<file path="src/sv/gpio_pkg.sv">
`timescale 1ns / 1ps
`default_nettype none

package gpio_pkg;

    localparam int PIN_COUNT_DEF = 16;
    localparam int PORT_WIDTH    = 16;

    localparam logic CMD_READ  = 1'b0;
    localparam logic CMD_WRITE = 1'b1;

    localparam logic [3:0] REG_MODE     = 4'd0;
    localparam logic [3:0] REG_OUTTYPE  = 4'd1;
    localparam logic [3:0] REG_SPEED    = 4'd2;
    localparam logic [3:0] REG_PULL     = 4'd3;
    localparam logic [3:0] REG_INDATA   = 4'd4;
    localparam logic [3:0] REG_OUTDATA  = 4'd5;
    localparam logic [3:0] REG_SETRESET = 4'd6;
    localparam logic [3:0] REG_LOCK     = 4'd7;
    localparam logic [3:0] REG_ALTLOW   = 4'd8;
    localparam logic [3:0] REG_ALTHIGH  = 4'd9;

    localparam int KEY_BIT = 16;

    typedef struct packed {
        logic        command;
        logic [3:0]  reg_index;
        logic [31:0] write_data;
        logic [15:0] pin_levels;
    } req_t;

    typedef struct packed {
        logic        en;
        logic        key;
        logic [15:0] bits;
    } lock_wr_t;

    typedef struct packed {
        logic        active;
        logic        active_next;
        logic [15:0] mask;
    } lock_status_t;

    // spread each pin bit over a 2-bit field
    function automatic logic [31:0] widen2(input logic [15:0] m);
        logic [31:0] r;
        r = '0;
        for (int i = 0; i < 16; i++)
        begin
            r[2*i +: 2] = {2{m[i]}};
        end
        return r;
    endfunction

    // spread each of eight pin bits over a 4-bit field
    function automatic logic [31:0] widen4(input logic [7:0] m);
        logic [31:0] r;
        r = '0;
        for (int i = 0; i < 8; i++)
        begin
            r[4*i +: 4] = {4{m[i]}};
        end
        return r;
    endfunction

endpackage

`default_nettype wire

</file>
<file path="src/sv/gpio_req_if.sv">
`timescale 1ns / 1ps
`default_nettype none

interface gpio_req_if;
    logic        valid;
    logic        ready;
    logic        command;
    logic [3:0]  reg_index;
    logic [31:0] write_data;
    logic [15:0] pin_levels;

    modport source (output valid, output command, output reg_index, output write_data,
                    output pin_levels, input ready);
    modport sink   (input valid, input command, input reg_index, input write_data,
                    input pin_levels, output ready);
endinterface

`default_nettype wire

</file>
<file path="src/sv/gpio_rsp_if.sv">
`timescale 1ns / 1ps
`default_nettype none

interface gpio_rsp_if;
    logic        valid;
    logic        ready;
    logic [31:0] read_data;
    logic [15:0] pin_drive;
    logic        lock_engaged;

    modport source (output valid, output read_data, output pin_drive,
                    output lock_engaged, input ready);
    modport sink   (input valid, input read_data, input pin_drive,
                    input lock_engaged, output ready);
endinterface

`default_nettype wire

</file>
<file path="src/sv/gpio_lock.sv">
`timescale 1ns / 1ps
`default_nettype none

module gpio_lock
(
    input  wire logic                  clk,
    input  wire logic                  rst_n,
    input  wire gpio_pkg::lock_wr_t    wr,
    output gpio_pkg::lock_status_t     status
);

    localparam logic [1:0] PH_IDLE = 2'd0;
    localparam logic [1:0] PH_ONE  = 2'd1;
    localparam logic [1:0] PH_TWO  = 2'd2;

    logic [1:0]  phase_reg;
    logic [1:0]  phase_next;
    logic        active_reg;
    logic        active_next;
    logic [15:0] mask_reg;
    logic [15:0] mask_next;
    logic        same;

    assign same = (wr.bits == mask_reg);

    always_comb
    begin
        phase_next  = phase_reg;
        active_next = active_reg;
        mask_next   = mask_reg;
        if (wr.en && !active_reg)
        begin
            mask_next  = wr.bits;
            phase_next = wr.key ? PH_ONE : PH_IDLE;
            unique case (phase_reg)
                PH_ONE:
                begin
                    if (!wr.key && same)
                    begin
                        phase_next = PH_TWO;
                    end
                end
                PH_TWO:
                begin
                    if (wr.key && same)
                    begin
                        phase_next  = PH_IDLE;
                        active_next = 1'b1;
                    end
                end
                default:
                begin
                    phase_next = wr.key ? PH_ONE : PH_IDLE;
                end
            endcase
        end
    end

    always_ff @(posedge clk or negedge rst_n)
    begin
        if (!rst_n)
        begin
            phase_reg  <= PH_IDLE;
            active_reg <= 1'b0;
            mask_reg   <= '0;
        end
        else
        begin
            phase_reg  <= phase_next;
            active_reg <= active_next;
            mask_reg   <= mask_next;
        end
    end

    assign status.active      = active_reg;
    assign status.active_next = active_next;
    assign status.mask        = mask_reg;

endmodule

`default_nettype wire

</file>
<file path="src/sv/gpio_regfile.sv">
`timescale 1ns / 1ps
`default_nettype none

module gpio_regfile
#(
    parameter int PIN_COUNT = gpio_pkg::PIN_COUNT_DEF
)
(
    input  wire logic          clk,
    input  wire logic          rst_n,
    input  wire logic          en,
    input  wire gpio_pkg::req_t req,
    output logic [31:0]        read_data,
    output logic [15:0]        pin_drive,
    output logic               lock_engaged
);

    localparam logic [32:0] PRESENT_WIDE = (33'd1 << PIN_COUNT) - 33'd1;
    localparam logic [15:0] PRESENT      = PRESENT_WIDE[15:0];

    logic [31:0] mode_reg,    mode_next;
    logic [15:0] otype_reg,   otype_next;
    logic [31:0] speed_reg,   speed_next;
    logic [31:0] pull_reg,    pull_next;
    logic [31:0] altlo_reg,   altlo_next;
    logic [31:0] althi_reg,   althi_next;
    logic [15:0] levels_reg,  levels_next;

    gpio_pkg::lock_wr_t     lock_wr;
    gpio_pkg::lock_status_t lock_st;

    logic [15:0] sample;
    logic [15:0] frozen;
    logic [15:0] open1;
    logic [31:0] open2;
    logic [31:0] open4_lo;
    logic [31:0] open4_hi;
    logic        wr_en;

    assign wr_en    = en && (req.command == gpio_pkg::CMD_WRITE);
    assign sample   = req.pin_levels & PRESENT;
    assign frozen   = lock_st.active ? (lock_st.mask & PRESENT) : '0;
    assign open1    = PRESENT & ~frozen;
    assign open2    = gpio_pkg::widen2(PRESENT) & ~gpio_pkg::widen2(frozen);
    assign open4_lo = gpio_pkg::widen4(PRESENT[7:0]) & ~gpio_pkg::widen4(frozen[7:0]);
    assign open4_hi = gpio_pkg::widen4(PRESENT[15:8]) & ~gpio_pkg::widen4(frozen[15:8]);

    assign lock_wr.en   = wr_en && (req.reg_index == gpio_pkg::REG_LOCK);
    assign lock_wr.key  = req.write_data[gpio_pkg::KEY_BIT];
    assign lock_wr.bits = req.write_data[15:0] & PRESENT;

    gpio_lock u_lock
    (
        .clk    (clk),
        .rst_n  (rst_n),
        .wr     (lock_wr),
        .status (lock_st)
    );

    always_comb
    begin
        mode_next   = mode_reg;
        otype_next  = otype_reg;
        speed_next  = speed_reg;
        pull_next   = pull_reg;
        altlo_next  = altlo_reg;
        althi_next  = althi_reg;
        levels_next = levels_reg;
        if (wr_en)
        begin
            unique case (req.reg_index)
                gpio_pkg::REG_MODE:
                    mode_next = (mode_reg & ~open2) | (req.write_data & open2);
                gpio_pkg::REG_OUTTYPE:
                    otype_next = (otype_reg & ~open1) | (req.write_data[15:0] & open1);
                gpio_pkg::REG_SPEED:
                    speed_next = (speed_reg & ~open2) | (req.write_data & open2);
                gpio_pkg::REG_PULL:
                    pull_next = (pull_reg & ~open2) | (req.write_data & open2);
                gpio_pkg::REG_OUTDATA:
                    levels_next = req.write_data[15:0] & PRESENT;
                gpio_pkg::REG_SETRESET:
                    levels_next = ((levels_reg & ~req.write_data[31:16])
                                  | req.write_data[15:0]) & PRESENT;
                gpio_pkg::REG_ALTLOW:
                    altlo_next = (altlo_reg & ~open4_lo) | (req.write_data & open4_lo);
                gpio_pkg::REG_ALTHIGH:
                    althi_next = (althi_reg & ~open4_hi) | (req.write_data & open4_hi);
                default:
                    levels_next = levels_reg;
            endcase
        end
    end

    always_comb
    begin
        read_data = '0;
        if (req.command == gpio_pkg::CMD_READ)
        begin
            unique case (req.reg_index)
                gpio_pkg::REG_MODE:    read_data = mode_reg;
                gpio_pkg::REG_OUTTYPE: read_data = {16'd0, otype_reg};
                gpio_pkg::REG_SPEED:   read_data = speed_reg;
                gpio_pkg::REG_PULL:    read_data = pull_reg;
                gpio_pkg::REG_INDATA:  read_data = {16'd0, sample};
                gpio_pkg::REG_OUTDATA: read_data = {16'd0, levels_reg};
                gpio_pkg::REG_LOCK:    read_data = {15'd0, lock_st.active, lock_st.mask};
                gpio_pkg::REG_ALTLOW:  read_data = altlo_reg;
                gpio_pkg::REG_ALTHIGH: read_data = althi_reg;
                default:               read_data = '0;
            endcase
        end
    end

    always_ff @(posedge clk or negedge rst_n)
    begin
        if (!rst_n)
        begin
            mode_reg   <= '0;
            otype_reg  <= '0;
            speed_reg  <= '0;
            pull_reg   <= '0;
            altlo_reg  <= '0;
            althi_reg  <= '0;
            levels_reg <= '0;
        end
        else
        begin
            mode_reg   <= mode_next;
            otype_reg  <= otype_next;
            speed_reg  <= speed_next;
            pull_reg   <= pull_next;
            altlo_reg  <= altlo_next;
            althi_reg  <= althi_next;
            levels_reg <= levels_next;
        end
    end

    assign pin_drive    = levels_next;
    assign lock_engaged = lock_st.active_next;

endmodule

`default_nettype wire

</file>
<file path="src/sv/gpio_port_register_block.sv">
// Path: each request passes the input register, then the result register, where its
// response is held while stalled; a stalled response also holds the input register.
// Throughput: one request per cycle while responses are taken; a taken response frees the
// result register in the same cycle, and a stalled one lets one more request into the input register.
// Reset: asynchronous, active low; clears all port registers, the lock and its key phase.
`timescale 1ns / 1ps
`default_nettype none

module gpio_port_register_block
#(
    parameter int PIN_COUNT = gpio_pkg::PIN_COUNT_DEF
)
(
    input  wire logic  clk,
    input  wire logic  rst_n,
    gpio_req_if.sink   req,
    gpio_rsp_if.source rsp
);

    logic           stage_valid_reg;
    gpio_pkg::req_t stage_req_reg;
    logic           rsp_valid_reg;
    logic [31:0]    read_data_reg;
    logic [15:0]    pin_drive_reg;
    logic           lock_engaged_reg;

    logic           rsp_free;
    logic           advance;
    logic           req_fire;
    logic [31:0]    read_data_next;
    logic [15:0]    pin_drive_next;
    logic           lock_engaged_next;

    assign rsp_free  = !rsp_valid_reg || rsp.ready;
    assign advance   = stage_valid_reg && rsp_free;
    assign req.ready = !stage_valid_reg || rsp_free;
    assign req_fire  = req.valid && req.ready;

    gpio_regfile #(.PIN_COUNT(PIN_COUNT)) u_regfile
    (
        .clk          (clk),
        .rst_n        (rst_n),
        .en           (advance),
        .req          (stage_req_reg),
        .read_data    (read_data_next),
        .pin_drive    (pin_drive_next),
        .lock_engaged (lock_engaged_next)
    );

    always_ff @(posedge clk or negedge rst_n)
    begin
        if (!rst_n)
        begin
            stage_valid_reg <= 1'b0;
            rsp_valid_reg   <= 1'b0;
        end
        else
        begin
            if (req.ready)
            begin
                stage_valid_reg <= req.valid;
            end
            if (rsp_free)
            begin
                rsp_valid_reg <= stage_valid_reg;
            end
        end
    end

    // hold payload until the next request or result
    always_ff @(posedge clk)
    begin
        if (req_fire)
        begin
            stage_req_reg.command    <= req.command;
            stage_req_reg.reg_index  <= req.reg_index;
            stage_req_reg.write_data <= req.write_data;
            stage_req_reg.pin_levels <= req.pin_levels;
        end
        if (advance)
        begin
            read_data_reg    <= read_data_next;
            pin_drive_reg    <= pin_drive_next;
            lock_engaged_reg <= lock_engaged_next;
        end
    end

    assign rsp.valid        = rsp_valid_reg;
    assign rsp.read_data    = read_data_reg;
    assign rsp.pin_drive    = pin_drive_reg;
    assign rsp.lock_engaged = lock_engaged_reg;

endmodule

`default_nettype wire

</file>
<file path="src/flat_wrapper.sv">
// flat-port wrapper written by rule: the top's interface ports become plain ports
module gpio_port_register_block_flat 
#(
    parameter int PIN_COUNT = gpio_pkg::PIN_COUNT_DEF
)
  (clk, rst_n, req_valid, req_command, req_reg_index, req_write_data, req_pin_levels, req_ready, rsp_valid, rsp_read_data, rsp_pin_drive, rsp_lock_engaged, rsp_ready);
  gpio_req_if req_i ();
  gpio_rsp_if rsp_i ();
  input  wire logic clk;
  input  wire logic rst_n;
  input wire logic [$bits(req_i.valid)-1:0] req_valid;
  input wire logic [$bits(req_i.command)-1:0] req_command;
  input wire logic [$bits(req_i.reg_index)-1:0] req_reg_index;
  input wire logic [$bits(req_i.write_data)-1:0] req_write_data;
  input wire logic [$bits(req_i.pin_levels)-1:0] req_pin_levels;
  output wire logic [$bits(req_i.ready)-1:0] req_ready;
  output wire logic [$bits(rsp_i.valid)-1:0] rsp_valid;
  output wire logic [$bits(rsp_i.read_data)-1:0] rsp_read_data;
  output wire logic [$bits(rsp_i.pin_drive)-1:0] rsp_pin_drive;
  output wire logic [$bits(rsp_i.lock_engaged)-1:0] rsp_lock_engaged;
  input wire logic [$bits(rsp_i.ready)-1:0] rsp_ready;
  assign req_i.valid = req_valid;
  assign req_i.command = req_command;
  assign req_i.reg_index = req_reg_index;
  assign req_i.write_data = req_write_data;
  assign req_i.pin_levels = req_pin_levels;
  assign req_ready = req_i.ready;
  assign rsp_valid = rsp_i.valid;
  assign rsp_read_data = rsp_i.read_data;
  assign rsp_pin_drive = rsp_i.pin_drive;
  assign rsp_lock_engaged = rsp_i.lock_engaged;
  assign rsp_i.ready = rsp_ready;
  gpio_port_register_block #(.PIN_COUNT(PIN_COUNT)) u_core (.clk(clk), .rst_n(rst_n), .req(req_i), .rsp(rsp_i));
endmodule
</file>
<file path="config.mk">
export PLATFORM = sky130hd
export DESIGN_NAME = gpio_port_register_block_flat
export DESIGN_NICKNAME = d
export VERILOG_FILES = /design/src/sv/gpio_pkg.sv /design/src/sv/gpio_req_if.sv /design/src/sv/gpio_rsp_if.sv /design/src/sv/gpio_lock.sv /design/src/sv/gpio_regfile.sv /design/src/sv/gpio_port_register_block.sv /design/src/flat_wrapper.sv
export SDC_FILE = /design/constraint.sdc
export NUM_CORES = 1
export LEC_CHECK = 0
export BUFFER_PORTS_ARGS = -buffer_cell sky130_fd_sc_hd__buf_2
export CELL_PAD_IN_SITES_DETAIL_PLACEMENT = 1
export CELL_PAD_IN_SITES_GLOBAL_PLACEMENT = 1
export CORE_AREA = 8 8 190 192
export DETAILED_ROUTE_END_ITERATION = 16
export DIE_AREA = 0 0 198 200
export PLACE_DENSITY_LB_ADDON = 0.1
export SYNTH_ARGS = -nofsm -noshare
export SYNTH_HDL_FRONTEND = slang
export SYNTH_SLANG_ARGS = --single-unit
export TNS_END_PERCENT = 30
</file>
<file path="constraint.sdc">
create_clock -name clk -period 2.8 [get_ports clk]
set_input_delay 0.42 -clock clk [delete_from_list [all_inputs] [get_ports clk]]
set_output_delay 0.42 -clock clk [all_outputs]
set_load 0.005 [all_outputs]
</file>
==> results of run 1 <==
## through the flow
step,std cells,utilization
floorplan,897,-
global placement,1424,0.435
detailed placement,1424,0.435
CTS,1493,0.471
global route,1493,0.471
finish,1494,0.471
## cell usage after synthesis (16+ instances only)
library cell / count
a22oi_1: 33
a222oi_1: 31
dfrtp_1: 213
edfxtp_1: 102
buf_2: 16
a22o_1: 32
a221oi_1: 16
mux2_2: 24
a21oi_2: 16
o21ai_0: 17
clkbuf_1: 37
a21oi_1: 17
mux2_1: 168
xnor2_1: 16
a31oi_1: 18
nand2_1: 82
## final timing paths
check | start | depth (start not counted) | slack [ns] | endpoint
max | u_core.stage_req_reg[49]$_DFFE_PP_ | 4 | 0.21 | flop
min reg2reg | flop | 1 | 0.49 | flop
min | req_write_data[10] | 1 | 0.07 | u_core.stage_req_reg[26]$_DFFE_PP_
min in group asynchronous | rst_n | 2 | 0.48 | async pin
max reg2reg | u_core.stage_req_reg[49]$_DFFE_PP_ | 4 | 0.21 | flop
max in group asynchronous | rst_n | 3 | 1.42 | async pin
## repair_timing
item,4_1_cts,5_1_grt
gates resized for setup,0,0
endpoints found under the hold margin,62,0
setup endpoints to repair,0,0
hold buffers,1,0
## final cells by class
type / count / area [sq um] / area share
clock buffers: 57 / 1100 / 0.0708
clock inverters: 11 / 63.8 / 0.00409
repair buffers: 146 / 977 / 0.0627
multi-input cells: 513 / 4480 / 0.288
inverters: 3 / 11.3 / 0.000722
well taps: 448 / 561 / 0.0359
diodes: 1 / 2.50 / 0.000160
flip-flops and latches: 315 / 8390 / 0.538
## where the power goes
group	leakage (uW)	switching, uW	internal [uW]
clock network	0.000567	1870	2720
registers	0.00376	583	5600
logic	0.00224	559	611
total	0.00656	3010	8930
## critical path: stages (launching register included)
cell      delay (ns)
edfxtp_1        0.66
and4bb_2        0.46
nand4_2         0.48
a21oi_2         0.49
mux2_1          0.37
## cell families (layout without fill, tap and decap cells)
| logic type | count (synthesis) | count (layout) | share of synthesized area |
|---|---|---|---|
| AOI/OAI and AO/OA | 185 | 185 | 0.111 |
| xor gates and xnor gates | 16 | 16 | 0.0107 |
| adders and majority gates | 2 | 2 | 0.00191 |
| buffers and inverters | 69 | 217 | 0.0216 |
| DFF | 315 | 315 | 0.641 |
| muxes | 192 | 192 | 0.165 |
| other | 0 | 1 | 0 |
| and+or+nand+nor | 118 | 118 | 0.0495 |
## layer usage
layer | vias up | wire length, microns | track usage
li1 | 3715 | - | -
met1 | 4512 | 18200 | 0.283
met2 | 247 | 18800 | 0.329
met3 | 60 | 1990 | 0.0381
met4 | 0 | 986 | 0.0639
met5 | - | 0 | 0
==> flow_summary.json, run 1 <==
{
  "cts_sinks": 315,
  "synth-edff-count": 102,
  "period_needed_ns": 2.59,
  "required_ns": 3.19,
  "async_flop_share": 0.676,
  "core_area_sq_um": 33100,
  "die_w_microns": 198,
  "dpl_cell_area_sq_um": 14400,
  "grt_max_degree": 67,
  "hold_viol_final": 0,
  "io_buffer_count": 107,
  "dieArea_sq_um": 39600,
  "layout-drive-gt1-share": 0.241,
  "vias": 8534,
  "layout_commonest_cell": "dfrtp_1",
  "post_cts_buffers": 0,
  "place.gp.congestion": 0.772,
  "clk_pin_slew_ns": 0.06,
  "avgSynthCellArea_sq_um": 14.6,
  "grt_pass1_vias": 9402,
  "first_pass_iters": 5,
  "setup_ws_ns": 0.207,
  "viasPerCell": 5.71,
  "fin_area_sq_um": 15600,
  "routed_wl_mm": 40.0,
  "ant_nets": 0,
  "synthesis.area_sq_um": 13100,
  "wl_per_cell_microns": 26.7,
  "synth_top_cell_area_share": 0.407,
  "antenna_found_initial": 2,
  "hold_slack_ns": 0.0744,
  "layout_common_cells": "dfrtp_1 (213), mux2_1 (168), buf_2 (106)",
  "worst_pin_slew_ns": 0.660,
  "cts_root_buf": "clkbuf_16",
  "h-tree-depth": 2,
  "ys_ff_latch": 315,
  "track_usage": 0.206,
  "syn2layout_area_growth_pct": 19.0,
  "start_kind": "flop",
  "nNetsFinal": 1075,
  "start_util": 0.396,
  "arrival_ns": 2.98,
  "critPathKind": "flop to flop",
  "drc": 0,
  "rsz0062_at_grt": "false",
  "vdd_drop_max_v": 0.000397,
  "synthTopCellsByArea": "dfrtp_1 (41%), edfxtp_1 (23%), mux2_1 (14%), a222oi_1 (2.4%), nand2_1 (2.3%)",
  "critPathMaxFanout": 13,
  "total_power_uw": 11900,
  "cts_tree": "yes",
  "fill_cells": 3297,
  "ys_seq_area_frac": 0.641,
  "ys.flop_type": "dfrtp_1",
  "max_freq_mhz": 386,
  "p_leak_uw": 0.00656,
  "syn_nets": 956,
  "status": "finished, final reports clean",
  "end_kind": "flop",
  "worstSkewPairLatency_ns": 0.52,
  "slew_viol_final": 0,
  "cap_violations": 0,
  "die_h_microns": 200,
  "grt_pass1_wl_mm": 61.3,
  "tns_ns": 0,
  "rows": 67,
  "relSlewSlack": 0.560,
  "clock_path_buffers": 3,
  "setup_violations": 0,
  "cts_buffers": 37,
  "yosys.area.top_type": "dfrtp_1",
  "io_pins": 108,
  "post-place-ws_ns": 0.209,
  "dp_hpwl_mm": 26.1,
  "fin_crit_sh": 0.926,
  "yosysWarnings": 0,
  "synthCells": 897,
  "detail_route.iter0.violations": 565,
  "hp-class": "input pin to flop",
  "ys_types": 43,
  "grt_overflow": 0,
  "powerDensity_nw_per_um2": 766,
  "finClkSkew_ns": 0.0186
}
No activity file was read; power rests on OpenSTA's default activity.
==> run 2, diff against run 1 <==
--- a/config.mk
+++ b/config.mk
@@ -8,11 +8,12 @@
 export BUFFER_PORTS_ARGS = -buffer_cell sky130_fd_sc_hd__buf_2
 export CELL_PAD_IN_SITES_DETAIL_PLACEMENT = 1
 export CELL_PAD_IN_SITES_GLOBAL_PLACEMENT = 1
-export CORE_AREA = 8 8 190 192
+export CORE_AREA = 8 8 194 196
 export DETAILED_ROUTE_END_ITERATION = 16
-export DIE_AREA = 0 0 198 200
+export DIE_AREA = 0 0 202 204
 export PLACE_DENSITY_LB_ADDON = 0.1
 export SYNTH_ARGS = -nofsm -noshare
 export SYNTH_HDL_FRONTEND = slang
+export SYNTH_HIERARCHICAL = 1
 export SYNTH_SLANG_ARGS = --single-unit
 export TNS_END_PERCENT = 30
==> run 2 against run 1 <==
Against the previous run: utilization shrank 0.37 points; first-iteration DRC count is 8.5% higher; critical path type unchanged; count of clock-buffer cells in the layout is 3 higher.
==> flow_summary.json, run 2 <==
{
  "finClkSkew_ns": 0.00837,
  "ys.flop_type": "dfrtp_1",
  "max_freq_mhz": 417,
  "yosysWarnings": 6,
  "ys_seq_area_frac": 0.615,
  "num_antenna_cells": 0,
  "core_area_sq_um": 34800,
  "synthCells": 990,
  "register_area_sq_um": 8390,
  "relSlewSlack": 0.389,
  "die_w_microns": 202,
  "powerDensity_nw_per_um2": 770,
  "start_kind": "flop",
  "tns_ns": 0,
  "vdd_drop_max_v": 0.000419,
  "dieArea_sq_um": 41200,
  "grt_max_degree": 72,
  "hold_slack_ns": 0.0735,
  "place.gp.congestion": 0.794,
  "cts_root_buf": "clkbuf_16",
  "io_pins": 108,
  "cap_violations": 0,
  "layout_common_cells": "dfrtp_1 (213), mux2_2 (200), nand2_1 (131)",
  "rows": 69,
  "grt_overflow": 0,
  "antenna_found_initial": 0,
  "die_h_microns": 204,
  "critPathMaxFanout": 14,
  "fin_crit_sh": 0.856,
  "syn_nets": 1049,
  "clk_pin_slew_ns": 0.05,
  "grt_pass1_wl_mm": 65.5,
  "layout_commonest_cell": "dfrtp_1",
  "detail_route.iter0.violations": 613,
  "p_leak_uw": 0.00692,
  "setup_ws_ns": 0.402,
  "yosys.area.top_type": "dfrtp_1",
  "synthesis.area_sq_um": 13600,
  "synth_top_cell_area_share": 0.391,
  "hp-class": "input pin to flop",
  "h-tree-depth": 2,
  "rsz0062_at_grt": "false",
  "first_pass_iters": 5,
  "synth.most_common_cell": "dfrtp_1",
  "worstSkewPairLatency_ns": 0.52,
  "ant_nets": 0,
  "grt_pass1_vias": 9890,
  "clock_path_buffers": 3,
  "avgSynthCellArea_sq_um": 13.8,
  "cts_tree": "yes",
  "hold_viol_final": 0,
  "routed_wl_mm": 43.4,
  "post_cts_buffers": 0,
  "synthTopCellsByArea": "dfrtp_1 (39%), edfxtp_1 (22%), mux2_2 (17%), nand2_1 (3.6%), a22o_1 (3.5%)",
  "fin_area_sq_um": 16300,
  "multi_input_area_sq_um": 4970,
  "status": "finished, final reports clean",
  "required_ns": 3.11,
  "cts_sinks": 315,
  "period_needed_ns": 2.40,
  "io_buffer_count": 107,
  "arrival_ns": 2.71,
  "viasPerCell": 5.56,
  "dpl_cell_area_sq_um": 15000,
  "async_flop_share": 0.676,
  "synth-edff-count": 102,
  "vias": 9116,
  "ys_ff_latch": 315,
  "nNetsFinal": 1209,
  "ys_top_cells_by_count": "dfrtp_1 (213), mux2_2 (200), nand2_1 (131)",
  "layout-drive-gt1-share": 0.370,
  "cts_resized": 0,
  "ys_types": 54,
  "fill_cells": 3590,
  "cts_buffers": 38,
  "wl_per_cell_microns": 26.4,
  "worst_pin_slew_ns": 0.917,
  "dp_hpwl_mm": 29.6,
  "slew_viol_final": 0,
  "end_kind": "flop",
  "post-place-ws_ns": 0.384,
  "setup_violations": 0,
  "cts_hold_buf": 1,
  "drc": 0,
  "critPathKind": "flop to flop",
  "start_util": 0.392,
  "syn2layout_area_growth_pct": 19.2,
  "track_usage": 0.211
}
[run 2: kinds of logic (layout without fill, tap and decap cells)]
group | count (synthesis) | after routing | share of synthesized area
multiplexers | 221 | 221 | 0.181
adder cells (fa/ha/maj) | 2 | 2 | 0.00183
AND/OR/NAND/NOR | 204 | 204 | 0.0758
buffers and inverters | 59 | 248 | 0.0214
XOR/XNOR | 16 | 16 | 0.0103
flip-flops | 315 | 315 | 0.615
AO/OA/AOI/OAI | 173 | 173 | 0.0944
[run 2: where the power goes]
group	switching [uW]	total (uW)	leakage, uW	internal (uW)
registers	523	6120	0.00376	5600
logic	732	1580	0.00257	843
clock network	1890	4820	0.000585	2930
[run 2: worst paths after layout]
check | from | end | slack (ns) | depth (start not counted)
worst max-delay path | u_core/stage_req_reg[50]$_DFFE_PP_ | u_core/rsp.read_data[15]$_DFFE_PP_ | 0.40 | 6
worst min-delay path | req_pin_levels[14] | u_core/stage_req_reg[14]$_DFFE_PP_ | 0.07 | 1
worst max register to register | u_core/stage_req_reg[50]$_DFFE_PP_ | u_core/rsp.read_data[15]$_DFFE_PP_ | 0.40 | 6
worst min register to register | flop | flop | 0.50 | 1
max in group asynchronous | rst_n | async pin | 1.53 | 3
min in group asynchronous | rst_n | async pin | 0.50 | 2
[run 2: area by class of cell]
| type | instances | area share |
|---|---|---|
| sequential | 315 | 0.516 |
| clock buffer | 60 | 0.0667 |
| multi-input combinational | 616 | 0.306 |
| tap | 461 | 0.0355 |
| clock inverter | 9 | 0.00747 |
| timing repair buffer | 172 | 0.0667 |
| inverter | 7 | 0.00162 |
[run 2: per-layer routing]
| layer | up-vias | part of all wire | track usage |
|---|---|---|---|
| met5 | - | 0 | 0 |
| met4 | 0 | 0.024 | 0.0605 |
| met3 | 65 | 0.035 | 0.0290 |
| met2 | 196 | 0.48 | 0.343 |
| met1 | 4832 | 0.46 | 0.292 |
| li1 | 4023 | - | - |
[run 2: stage by stage]
step	util	total power, uW	cells
6_report	0.467	12500	1640
5_1_grt	0.467	13100	1640
4_1_cts	0.467	12700	1640
3_5_place_dp	0.432	7770	1570
3_3_place_gp	0.432	7700	1570
2_1_floorplan	-	7050	990
[run 2: critical path, cell delays in order, from the launching register on]
cell      delay, ns
edfxtp_1       0.46
buf_4          0.31
nand2b_1       0.23
buf_4          0.23
nor2_1         0.49
a222oi_1       0.18
a31oi_1        0.29
